===== src/hdl/bmr_pkg.sv =====
// ----------------------------------------------------------------------------
// bmr_pkg
// Shared types and constants for the bilinear map resampler.
// ----------------------------------------------------------------------------
package bmr_pkg;

  localparam int unsigned STORE_DEPTH_DEF   = 32768;
  localparam int unsigned SAMPLE_BITS_DEF   = 16;
  localparam int unsigned CHANNELS_DEF      = 3;
  localparam int unsigned FRACTION_BITS_DEF = 16;

  localparam int unsigned IDX_W  = 15;
  localparam int unsigned PT_W   = 11;
  localparam int unsigned SW_W   = 11;
  localparam int unsigned TW_W   = 12;
  localparam int unsigned CH_W   = 16;
  localparam int unsigned NCH    = 3;
  localparam int unsigned ADDR_W = 4;

  localparam logic [1:0] REG_SRC_W = 2'd0;
  localparam logic [1:0] REG_SRC_H = 2'd1;
  localparam logic [1:0] REG_TGT_W = 2'd2;
  localparam logic [1:0] REG_TGT_H = 2'd3;

  localparam logic OP_STORE  = 1'b0;
  localparam logic OP_INTERP = 1'b1;

  typedef enum logic [2:0] {
    SEL_A = 3'd0,
    SEL_B = 3'd1,
    SEL_D = 3'd2,
    SEL_E = 3'd3
  } nbr_sel_t;

  typedef struct packed {
    logic     store_wr;
    logic     load_op;
    logic     div_start;
    logic     div_y;
    logic     pos_calc;
    logic     rd_issue;
    nbr_sel_t rd_sel;
    logic     rd_capture;
    nbr_sel_t cap_sel;
    logic     blend_x;
    logic     blend_y;
    logic     blend_fin;
    logic     emit;
  } bmr_cmd_t;

  typedef struct packed {
    logic div_done;
    logic geom_err;
  } bmr_stat_t;

endpackage


===== src/hdl/bmr_ctrl.sv =====
// ----------------------------------------------------------------------------
// bmr_ctrl
// Sequencer: store, two divisions, four neighbour reads, three blend steps.
// ----------------------------------------------------------------------------
module bmr_ctrl (
  input  logic              clk,
  input  logic              rst_n,
  input  logic              start,
  input  logic              op,
  output logic              busy,
  output bmr_pkg::bmr_cmd_t cmd,
  input  bmr_pkg::bmr_stat_t stat
);
  import bmr_pkg::*;

  typedef enum logic [3:0] {
    S_IDLE, S_CHK, S_DIVX, S_DIVY, S_POS, S_RA, S_RB, S_RD, S_RE, S_CE,
    S_BX, S_BY, S_BF, S_OUT
  } state_t;

  state_t state_r, state_nxt;

  assign busy = (state_r != S_IDLE);

  always_comb begin
    state_nxt = state_r;
    cmd = '0;
    cmd.rd_sel = SEL_A;
    cmd.cap_sel = SEL_A;
    case (state_r)
      S_IDLE: begin
        if (start) begin
          cmd.load_op = 1'b1;
          if (op == OP_STORE) cmd.store_wr = 1'b1;
          else state_nxt = S_CHK;
        end
      end
      S_CHK: begin
        if (stat.geom_err) begin
          state_nxt = S_OUT;
        end else begin
          cmd.div_start = 1'b1;
          state_nxt = S_DIVX;
        end
      end
      S_DIVX: begin
        if (stat.div_done) begin
          cmd.div_start = 1'b1;
          cmd.div_y = 1'b1;
          state_nxt = S_DIVY;
        end
      end
      S_DIVY: begin
        cmd.div_y = 1'b1;
        if (stat.div_done) state_nxt = S_POS;
      end
      S_POS: begin
        cmd.pos_calc = 1'b1;
        state_nxt = S_RA;
      end
      S_RA: begin
        cmd.rd_issue = 1'b1; cmd.rd_sel = SEL_A; state_nxt = S_RB;
      end
      S_RB: begin
        cmd.rd_issue = 1'b1; cmd.rd_sel = SEL_B;
        cmd.rd_capture = 1'b1; cmd.cap_sel = SEL_A; state_nxt = S_RD;
      end
      S_RD: begin
        cmd.rd_issue = 1'b1; cmd.rd_sel = SEL_D;
        cmd.rd_capture = 1'b1; cmd.cap_sel = SEL_B; state_nxt = S_RE;
      end
      S_RE: begin
        cmd.rd_issue = 1'b1; cmd.rd_sel = SEL_E;
        cmd.rd_capture = 1'b1; cmd.cap_sel = SEL_D; state_nxt = S_CE;
      end
      S_CE: begin
        cmd.rd_capture = 1'b1; cmd.cap_sel = SEL_E; state_nxt = S_BX;
      end
      S_BX: begin
        cmd.blend_x = 1'b1; state_nxt = S_BY;
      end
      S_BY: begin
        cmd.blend_y = 1'b1; state_nxt = S_BF;
      end
      S_BF: begin
        cmd.blend_fin = 1'b1; state_nxt = S_OUT;
      end
      S_OUT: begin
        cmd.emit = 1'b1; state_nxt = S_IDLE;
      end
      default: state_nxt = S_IDLE;
    endcase
  end

  always_ff @(posedge clk) begin
    if (!rst_n) state_r <= S_IDLE;
    else state_r <= state_nxt;
  end

endmodule


===== config.mk =====
export PLATFORM = sky130hd
export DESIGN_NAME = bmr_ctrl
export DESIGN_NICKNAME = d
export VERILOG_FILES = /design/src/hdl/bmr_pkg.sv /design/src/hdl/bmr_ctrl.sv
export SDC_FILE = /design/constraint.sdc
export NUM_CORES = 1
export LEC_CHECK = 0
export BUFFER_PORTS_ARGS = -buffer_cell sky130_fd_sc_hd__buf_4
export CAP_MARGIN = 20
export CORE_AREA = 4 4 41 43
export CTS_CLUSTER_SIZE = 40
export DETAILED_ROUTE_END_ITERATION = 7
export DIE_AREA = 0 0 45 47
export GPL_TIMING_DRIVEN = 0
export SYNTH_ARGS = -nofsm -noshare
export SYNTH_HDL_FRONTEND = slang
export SYNTH_SLANG_ARGS = --single-unit

===== constraint.sdc =====
create_clock -name clk -period 3.1 [get_ports clk]
set_clock_uncertainty 0.05 [all_clocks]
set_input_delay 0.62 -clock clk [delete_from_list [all_inputs] [get_ports clk]]
set_output_delay 0.62 -clock clk [all_outputs]
set_load 0.05 [all_outputs]

==> results of run 1 <==
-- synthesized netlist by cell type, types with 2 or more instances --
cell,count,share of area
a21oi_1,5,0.055
a31oi_1,2,0.028
and2_1,3,0.041
buf_4,2,0.033
clkbuf_1,4,0.033
dfxtp_1,4,0.18
inv_1,4,0.033
nand2_1,5,0.041
nand2b_1,4,0.055
nor2_1,8,0.066
nor3_1,4,0.044
o211ai_1,3,0.050
o22ai_1,3,0.041
-- metal layers --
| metal | up-vias | GRT usage | share of wire |
|---|---|---|---|
| met2 | 20 | 0.2203 | 0.46 |
| met3 | 0 | 0.02682 | 0.064 |
| met4 | 0 | 0 | 0 |
| li1 | 285 | - | - |
| met5 | - | 0 | 0 |
| met1 | 243 | 0.1731 | 0.47 |
-- worst max-delay path, delay by kind of cell, from the launching register on --
family / cells / cell delay (ps)
buffers and inverters: 2 / 360
flip-flops: 1 / 310
AND/OR/NAND/NOR: 2 / 710
-- logic make-up (layout without fill, tap and decap cells) --
| logic type | count (synthesis) | in the layout | share of synthesized area |
|---|---|---|---|
| buffers and inverters | 12 | 36 | 0.1353 |
| AO/OA/AOI/OAI | 19 | 19 | 0.2956 |
| multiplexers | 1 | 1 | 0.02210 |
| other | 1 | 2 | 0.008279 |
| flip-flops | 4 | 4 | 0.1768 |
| AND/OR/NAND/NOR | 30 | 30 | 0.3619 |
-- final cells by class --
cell class / instances / area (um2) / area share
plain buffers: 8 / 46.29 / 0.07061
clock buffers: 3 / 22.52 / 0.03435
inverters: 4 / 15.01 / 0.02290
multi-input cells: 52 / 315.3 / 0.4809
flip-flops and latches: 4 / 80.08 / 0.1221
well taps: 15 / 18.77 / 0.02863
repair buffers: 21 / 157.7 / 0.2405
-- path summary, 6_finish.rpt --
check / cells after the start / endpoint / slack [ps] / start
max: 4 / cmd[16] / 820 / state_r[2]
min: 2 / state_r[3] / 590 / rst_n
max reg2reg: 4 / state_r[0] / 1560 / state_r[2]
min reg2reg: 2 / state_r[0] / 610 / state_r[0]
-- report_power, final --
part / total [mW] / internal, mW / switching, mW
Clock: 0.0663 / 0.0434 / 0.0229
Sequential: 0.0971 / 0.0728 / 0.0243
Combinational: 0.676 / 0.213 / 0.463
Total: 0.840 / 0.329 / 0.511
==> out/results.md, run 1 <==
* **outcome** finished, final reports clean
* **clk_lat worst skew** 230 ps
* **DRC violation count after routing** 0
* **post-cts gate resize count** 0
* **WHS** 591.5 ps
* **gr usage total** 0.1273
* **starting density of the core** 0.3481
* **routed len/inst** 11.66 um
* **type of element launching the critical path** flop
* **most frequent standard cell in the layout excluding fill and tap cells** buf_4
* **peak supply drop** 589.5 uV
* **DR vias** 548
* **data arrival at the endpoint of the critical path** 1610 ps
* **EDFF count, synth** 0
* **static leakage** 0.2851 nW
* **number of fill cells** 145
* **DP HPWL** 998 um
* **number of levels the H-tree was split into** 1
* **Hold-fix buffers, CTS** 0
* **fin cells** 107
* **synthesis-to-finish area growth** 44.75%
* **max reg flops** 4
* **fraction of the yosys area taken by sequential cells** 0.1768
* **CTS sink count** 4
* **endpoint type of the worst setup path** output pin
* **CTS clk-pin slew, worst paths** 40 ps
* **post-detailed-route via-to-cell ratio** 5.121
* **overall overflow remaining after global route** 0
* **number of setup violations in the final report** 0
* **Routability Congestion** 0.8206
* **width of the chip** 45 um
* **Pre-Repair DR Iteration Count** 4
* **number of nets in the layout** 100
* **Synth cell types** 29
* **most used flip-flop cell after synthesis** dfxtp_1
* **Setup Crit Path Kind** reg2out
* **Syn Area/Cell** 6.760 um2
* **diodes inserted** 0
* **Longest Clk Path Bufs** 2
* **maximum cell stage delay along the critical path** 550 ps
* **count of warnings emitted by yosys** 0
* **Mapped Cells** 67
* **Async SR Flop Fraction** 0
* **number of storage elements in the synthesis netlist** 4
* **setup repair after global routing missed its margin** false
* **commonest non-fill, non-tap cells in the layout** buf_4 (23), nor2_1 (8), nand2_1 (5), a21oi_1 (5)
* **final WL** 1248 um
* **area of the die** 2115 um2
* **die height** 47 um
* **worst setup slack before clock tree synthesis** 1040 ps
* **crit path cell chain** buf_6 > or4_4 > nor3_1 > buf_4
* **final worst-path setup slack** 818.7 ps
* **area of the placeable core** 1301 um2
* **power consumption** 0.8397 mW
* **Final Hold Viols** 0
* **Layout Utilization** 0.5038
* **CTS tree** built
* **initial DRC count** 11
* **total cell area at the placement stage** 633.1 um2
* **fin crit period** 2281 ps
* **CP max FO** 8
* **peak clock frequency supported by timing** 438.4 MHz
* **share of final-layout standard cells stronger than drive strength 1** 0.3478
* **power per standard cell area** 1281 nW/um2
* **number of I/O pins** 24
* **class of the tightest hold or removal check** in2reg
* **cell with the biggest individual delay on the critical path** or4_4
* **post-detailed-route count of antenna-violating nets** 0
* **number of buffers added by the clock tree synthesis step** 3
* **register with the most flip-flops** state_r
* **root cell of the clock tree** clkbuf_4
* **first-pass GRT wire length** 2076 um
* **required time at the endpoint of the critical path** 2430 ps
* **Total Negative Setup Slacks** 0 ps
* **max-capacitance violation count** 0
* **largest registers** state_r x4
* **Post-CTS Setup Repair Bufs** 0
* **number of port buffers** 21
* **largest net degree at the start of global routing** 11
* **cell area after synthesis** 452.9 um2
* **number of antenna violations at the first check in global routing** 0
* **count of standard-cell rows** 13
* **vias in the first global route** 512
* **post-route cell area** 655.6 um2
* **share of the clock period used by the worst path** 0.7359
* **total instance count after detailed placement** 104
* **number of pins with negative max-slew slack in the final report** 0
No activity file was read; power rests on OpenSTA's default activity.
==> inputs of run 2 (changes only) <==
--- a/config.mk
+++ b/config.mk
@@ -12,6 +12,7 @@
 export DETAILED_ROUTE_END_ITERATION = 7
 export DIE_AREA = 0 0 45 47
 export GPL_TIMING_DRIVEN = 0
+export PLACE_DENSITY = 0.66
 export SYNTH_ARGS = -nofsm -noshare
 export SYNTH_HDL_FRONTEND = slang
 export SYNTH_SLANG_ARGS = --single-unit
==> constraint.sdc (replaced) <==
create_clock -name clk -period 1.85 [get_ports clk]
set_clock_uncertainty 0.05 [all_clocks]
set_input_delay 0.37 -clock clk [delete_from_list [all_inputs] [get_ports clk]]
set_output_delay 0.37 -clock clk [all_outputs]
set_load 0.05 [all_outputs]
==> run 2 against run 1 <==
  * The run now ends with setup timing left
  * Power is 130% higher
  * Utilization is 20 points higher
  * Critical endpoint unchanged
  * Final area is 39% higher
  * Sequential cell count stayed put
  * Critical path depth is 1 lower
  * Die area stayed put
  * Wire length is 37% higher
  * Critical path type unchanged
  * Sequential share of layout area is 2.1 points lower
  * First-iteration DRC count is 73% higher
  * Clock power is 60% higher
  * Sequential power is 96% higher
  * Global-route usage is 2.3 points higher
==> out/results.md, run 2 (same netlist as run 1, synthesis figures left out) <==
* **outcome** finished, violations left
* **violated checks** setup timing
* **number of port buffers** 21, unchanged
* **number of levels the H-tree was split into** 1, unchanged
* **DP HPWL** 999.3 um, +0.13%
* **combinational group share of total power** 0.844, +0.039
* **CTS sink count** 4, unchanged
* **number of pins with negative max-slew slack in the final report** 0, unchanged
* **Critical Path Start** state_r[2]
* **max-capacitance violation count** 0, unchanged
* **most frequent standard cell in the layout excluding fill and tap cells** buf_4
* **endpoint type of the worst setup path** output pin
* **startpoint of the worst register-to-register path** state_r[2]
* **gr usage total** 0.1501, +0.02281
* **number of nets in the layout** 110, +10%
* **buffer and inverter count on the worst path** 1, -1
* **share of the clock period used by the worst path** 1.037
* **CTS clk-pin slew, worst paths** 40 ps, about the same
* **data arrival at the endpoint of the critical path** 1500 ps, -110 ps
* **peak supply drop** 1052 uV, +78%
* **Pre-Repair DR Iteration Count** 4, unchanged
* **class of the tightest hold or removal check** in2reg
* **routed len/inst** 14.62 um, +25%
* **area of the placeable core** 1301 um2, unchanged
* **reported net switching power** 1.045 mW, +100%
* **DRC violation count after routing** 0, unchanged
* **root cell of the clock tree** clkbuf_4
* **number of setup violations in the final report** 3, +3
* **synthesis-to-finish area growth** 101.4%
* **required time at the endpoint of the critical path** 1430 ps, -1000 ps
* **cell count along the critical path** 3, -1
* **cell with the biggest individual delay on the critical path** or4_4
* **power per standard cell area** 2076 nW/um2, +62%
* **post-detailed-route count of antenna-violating nets** 0, unchanged
* **DR vias** 644, +18%
* **count of standard-cell rows** 13, unchanged
* **area of the die** 2115 um2, unchanged
* **largest net degree at the start of global routing** 11, unchanged
* **CTS tree** built
* **maximum cell stage delay along the critical path** 590 ps, +40 ps
* **overall overflow remaining after global route** 0, unchanged
* **type of element launching the critical path** flop
* **net switching fraction of the power** 0.5521, -0.05600
* **register share of total power** 0.100, -0.016
* **number of antenna violations at the first check in global routing** 0, unchanged
* **register with the most flip-flops** state_r
* **commonest non-fill, non-tap cells in the layout** buf_4 (25), buf_6 (9), clkbuf_4 (5), a21oi_1 (5)
* **max reg flops** 4, unchanged
* **diodes inserted** 0, unchanged
* **FF-to-FF path depth** 5, +1
* **Clk network pwr share** 0.056, -0.023
* **number of buffers added by the clock tree synthesis step** 3, unchanged
* **setup repair after global routing missed its margin** true
* **final WL** 1710 um, +37%
* **Total Negative Setup Slacks** -92.66 ps, -92.66 ps
* **FF-to-FF setup slack** 150 ps, -1410 ps
* **Setup Crit Path Kind** reg2out
* **final worst-path setup slack** -68.96 ps, -887.7 ps
* **share of final-layout standard cells stronger than drive strength 1** 0.6667, +0.3188
* **kind of cell adding the most delay to the critical path** simple AND/OR/NAND/NOR gates
* **crit path cell chain** or4_4 > nor3_4 > buf_6
* **die height** 47 um, unchanged
* **CP max FO** 5, -3
* **Final Hold Viols** 0, unchanged
* **Longest Clk Path Bufs** 2, unchanged
* **total cell area at the placement stage** 695.7 um2, +9.9%
* **first-pass GRT wire length** 2380 um, +15%
* **largest registers** state_r x4
* **post-route cell area** 912.1 um2, +39%
* **peak clock frequency supported by timing** 521.1 MHz
* **starting density of the core** 0.3481, unchanged
* **internal power** 0.8480 mW, +160%
* **endpoint of the most critical register-to-register path** state_r[0]
* **Routability Congestion** 0.8071, -1.6%
* **clk_lat worst skew** 230 ps, about the same
* **endpoint of the worst setup timing path** cmd[16]
* **vias in the first global route** 540, +5.5%
* **worst setup slack before clock tree synthesis** -52.93 ps, -1093 ps
* **fin crit period** 1919 ps
* **initial DRC count** 19, +8
* **power consumption** 1.893 mW, +130%
* **number of I/O pins** 24, unchanged
* **static leakage** 0.3884 nW, +36%
* **WHS** 361.3 ps, -230.2 ps
* **post-detailed-route via-to-cell ratio** 5.504, +7.5%
* **width of the chip** 45 um, unchanged
-- run 2: cell count changes in the layout (fill, tap and decap cells not counted), sizes merged --
cell / delta
clkbuf: -2
buf: +12
-- run 2: per-stage QoR --
step | util | instances
5_1_grt | 0.7010 | 117
4_1_cts | 0.5981 | 108
3_3_place_gp | 0.5346 | 104
6_report | 0.7010 | 117
2_1_floorplan | - | 68
3_5_place_dp | 0.5346 | 104
-- run 2: area by class of cell --
class | instances | area [um2]
inverters | 4 | 15.01
well taps | 15 | 18.77
flip-flops and latches | 4 | 92.59
clock buffers | 3 | 22.52
fillers | 103 | 389.1
multi-input cells | 52 | 419.2
repair buffers | 33 | 294.0
plain buffers | 6 | 50.05
-- run 2: what timing repair did --
action,CTS,global route
gates cloned,0,0
pin swaps,2,7
buffers inserted,3,9
hold buffers,0,0
endpoints found under the setup margin,13,12
resized for setup,20,18
-- run 2: worst min path at each step --
stage,to,depth (start not counted),start,slack (ps)
final,state_r[3],2,rst_n,360
after floorplan,state_r[3],1,rst_n,440
after detailed placement,state_r[3],2,rst_n,570
after CTS,state_r[3],2,rst_n,330
after global routing,state_r[3],2,rst_n,360
after global placement,state_r[3],2,rst_n,590
-- run 2: power groups by stage --
stage / registers (mW) / logic, mW / clock network, mW
2_1_floorplan: 0.152 / 0.962 / 0
3_3_place_gp: 0.162 / 1.24 / 0
3_5_place_dp: 0.163 / 1.24 / 0
4_1_cts: 0.184 / 1.34 / 0.110
5_1_grt: 0.192 / 1.69 / 0.121
6_report: 0.190 / 1.60 / 0.106
-- run 2: per-layer routing --
metal	track usage	vias up	share of wire
met3	0.05747	4	0.055
met5	0	-	0
met4	0.01754	0	0.019
met1	0.1841	307	0.44
met2	0.2571	27	0.49
li1	-	306	-
==> inputs of run 3 (changes only) <==
--- a/config.mk
+++ b/config.mk
@@ -12,7 +12,6 @@
 export DETAILED_ROUTE_END_ITERATION = 7
 export DIE_AREA = 0 0 45 47
 export GPL_TIMING_DRIVEN = 0
-export PLACE_DENSITY = 0.66
 export SYNTH_ARGS = -nofsm -noshare
 export SYNTH_HDL_FRONTEND = slang
 export SYNTH_SLANG_ARGS = --single-unit
==> constraint.sdc (replaced) <==
create_clock -name clk -period 2 [get_ports clk]
set_clock_uncertainty 0.05 [all_clocks]
set_input_delay 0.4 -clock clk [delete_from_list [all_inputs] [get_ports clk]]
set_output_delay 0.4 -clock clk [all_outputs]
set_load 0.05 [all_outputs]
==> run 3 against run 2 <==
  * The flow now finishes without violations
  * Via count fell by 16%
  * Utilization fell by 16 points
  * Die area did not move
  * Clock-buffer cell count did not move
  * Non-clock buffer count fell by 9
  * Final area fell by 22%
  * Largest cell class unchanged
  * Largest power group unchanged
==> out/results.md, run 3 (same netlist as run 1, synthesis figures left out) <==
* **worst min-delay path endpoint** state_r[3]
* **Top Usage Layer GRT** met2
* **diodes inserted** 0, unchanged
* **number of buffers added by the clock tree synthesis step** 3, unchanged
* **share of the clock period used by the worst path** 0.9747
* **Final Hold Viols** 0, unchanged
* **GRT met1 Usage** 0.1451, -0.03897
* **area of the die** 2115 um2, unchanged
* **synthesis-to-finish area growth** 56.08%
* **GRT met3 Usage** 0.04598, -0.01149
* **worst hold path startpoint** rst_n
* **data arrival at the endpoint of the critical path** 1500 ps, about the same
* **share of final-layout standard cells stronger than drive strength 1** 0.4516, -0.2151
* **CTS tree** built
* **final WL** 1200 um, -30%
* **outcome** finished, final reports clean
* **first-pass GRT wire length** 2007 um, -16%
* **post-detailed-route count of antenna-violating nets** 0, unchanged
* **DP HPWL** 946.5 um, -5.3%
* **post-detailed-route via-to-cell ratio** 5.000, -9.2%
* **CTS clk-pin slew, worst paths** 40 ps, about the same
* **CTS sink count** 4, unchanged
* **startpoint of the worst register-to-register path** state_r[2]
* **most frequent standard cell in the layout excluding fill and tap cells** buf_4
* **fin cells** 108, -7.7%
* **register with the most flip-flops** state_r
* **type of element launching the critical path** flop
* **starting density of the core** 0.3481, unchanged
* **required time at the endpoint of the critical path** 1550 ps, +120 ps
* **GRT met2 Usage** 0.2288, -0.02825
* **FF-to-FF setup slack** 360 ps, +210 ps
* **total instance count after detailed placement** 104, unchanged
* **number of pins with negative max-slew slack in the final report** 0, unchanged
* **Layout Utilization** 0.5433, -0.1577
* **class of the tightest hold or removal check** in2reg
* **number of I/O pins** 24, unchanged
* **initial DRC count** 11, -8
* **number of levels the H-tree was split into** 1, unchanged
* **count of cells along the worst hold path** 2, unchanged
* **die height** 47 um, unchanged
* **endpoint of the most critical register-to-register path** state_r[0]
* **max reg flops** 4, unchanged
* **clk_lat worst skew** 230 ps, about the same
* **CP max FO** 4, -1
* **DR vias** 540, -16%
* **Routability Congestion** 0.8004, -0.83%
* **count of standard-cell rows** 13, unchanged
* **number of port buffers** 21, unchanged
* **static leakage** 0.3143 nW, -19%
* **Longest Clk Path Bufs** 2, unchanged
* **area of the placeable core** 1301 um2, unchanged
* **DRC violation count after routing** 0, unchanged
* **overall overflow remaining after global route** 0, unchanged
* **root cell of the clock tree** clkbuf_4
* **peak supply drop** 885.0 uV, -16%
* **endpoint type of the worst setup path** output pin
* **setup repair after global routing missed its margin** false
* **largest registers** state_r x4
* **number of antenna violations at the first check in global routing** 0, unchanged
* **vias in the first global route** 510, -5.6%
* **commonest non-fill, non-tap cells in the layout** buf_4 (24), nor2_1 (7), nand2_1 (5), a21oi_1 (5)
* **width of the chip** 45 um, unchanged
* **Setup Crit Path Kind** reg2out
* **power per standard cell area** 1954 nW/um2, -5.9%
* **max-capacitance violation count** 0, unchanged
* **Pre-Repair DR Iteration Count** 4, unchanged
* **fin crit period** 1949 ps
* **peak clock frequency supported by timing** 513.0 MHz
* **FF-to-FF path depth** 5, unchanged
* **largest net degree at the start of global routing** 11, unchanged
* **number of nets in the layout** 101, -8.2%
* **Hold-fix buffers, CTS** 0, unchanged
* **Total Negative Setup Slacks** 0 ps, +92.66 ps
* **number of setup violations in the final report** 0, -3
* **gr usage total** 0.1239, -0.02616
* **routed len/inst** 11.11 um, -24%
run 3: changes by cell type in the layout (fill, tap and decap cells not counted), moves of 3 or more:
cell      before  now
buf_6          9    2
dfxtp_4        3    0
dfxtp_1        0    3
nor2_1         4    7
clkbuf_2       0    3
run 3: metrics by stage:
| stage | setup WS [ps] | cell area [um2] | total power [mW] | hold slack [ps] |
|---|---|---|---|---|
| 5_1_grt | 4.276 | 706.9 | 1.467 | 404.0 |
| 3_3_place_gp | 142.4 | 658.1 | 1.242 | 608.3 |
| 2_1_floorplan | -315.5 | 481.7 | 0.9764 | 467.6 |
| 4_1_cts | 17.05 | 704.4 | 1.386 | 382.9 |
| 6_report | 50.56 | 706.9 | 1.381 | 386.6 |
| 3_5_place_dp | 193.6 | 658.1 | 1.234 | 577.6 |
run 3: where the power goes:
| part | internal [mW] | total [mW] | switching [mW] | leakage (nW) |
|---|---|---|---|---|
| combinational | 0.384 | 1.12 | 0.737 | 0.267 |
| clock | 0.0669 | 0.0964 | 0.0295 | 0.0138 |
| sequential | 0.115 | 0.165 | 0.0500 | 0.0333 |
run 3: repair_timing:
action / 4_1_cts / 5_1_grt
endpoints found under the setup margin: 4 / 7
endpoints found under the hold margin: 0 / 0
pin swaps: 2 / 2
resized for setup: 5 / 5
buffers inserted: 2 / 0
run 3: area by class of cell:
cell class,count,area [um2]
flip-flops and latches,4,81.33
well taps,15,18.77
repair buffers,23,176.4
multi-input cells,52,346.6
plain buffers,7,46.29
fillers,148,594.3
clock buffers,3,22.52
inverters,4,15.01
run 3: how the worst max path moves through the flow:
| stage | startpoint | endpoint | slack [ps] | cells past startpoint |
|---|---|---|---|---|
| final | state_r[2] | cmd[16] | 50 | 4 |
| after global routing | state_r[2] | cmd[16] | 4 | 4 |
| after CTS | state_r[1] | cmd[16] | 20 | 3 |
| after detailed placement | state_r[0] | cmd[14] | 190 | 5 |
| after global placement | state_r[0] | cmd[14] | 140 | 5 |
| after floorplan | state_r[1] | cmd[3] | -320 | 4 |
run 3: critical path, stage by stage, from the launching register on:
cell	delay [ps]
dfxtp_1	300
buf_6	110
or4_4	550
nor3_4	140
buf_6	180
run 3: routing by layer:
metal  wire length (um)  up-vias
li1                   -      286
met1                547      239
met2                572       15
met3                 79        0
met4                  0        0
met5                  0        -
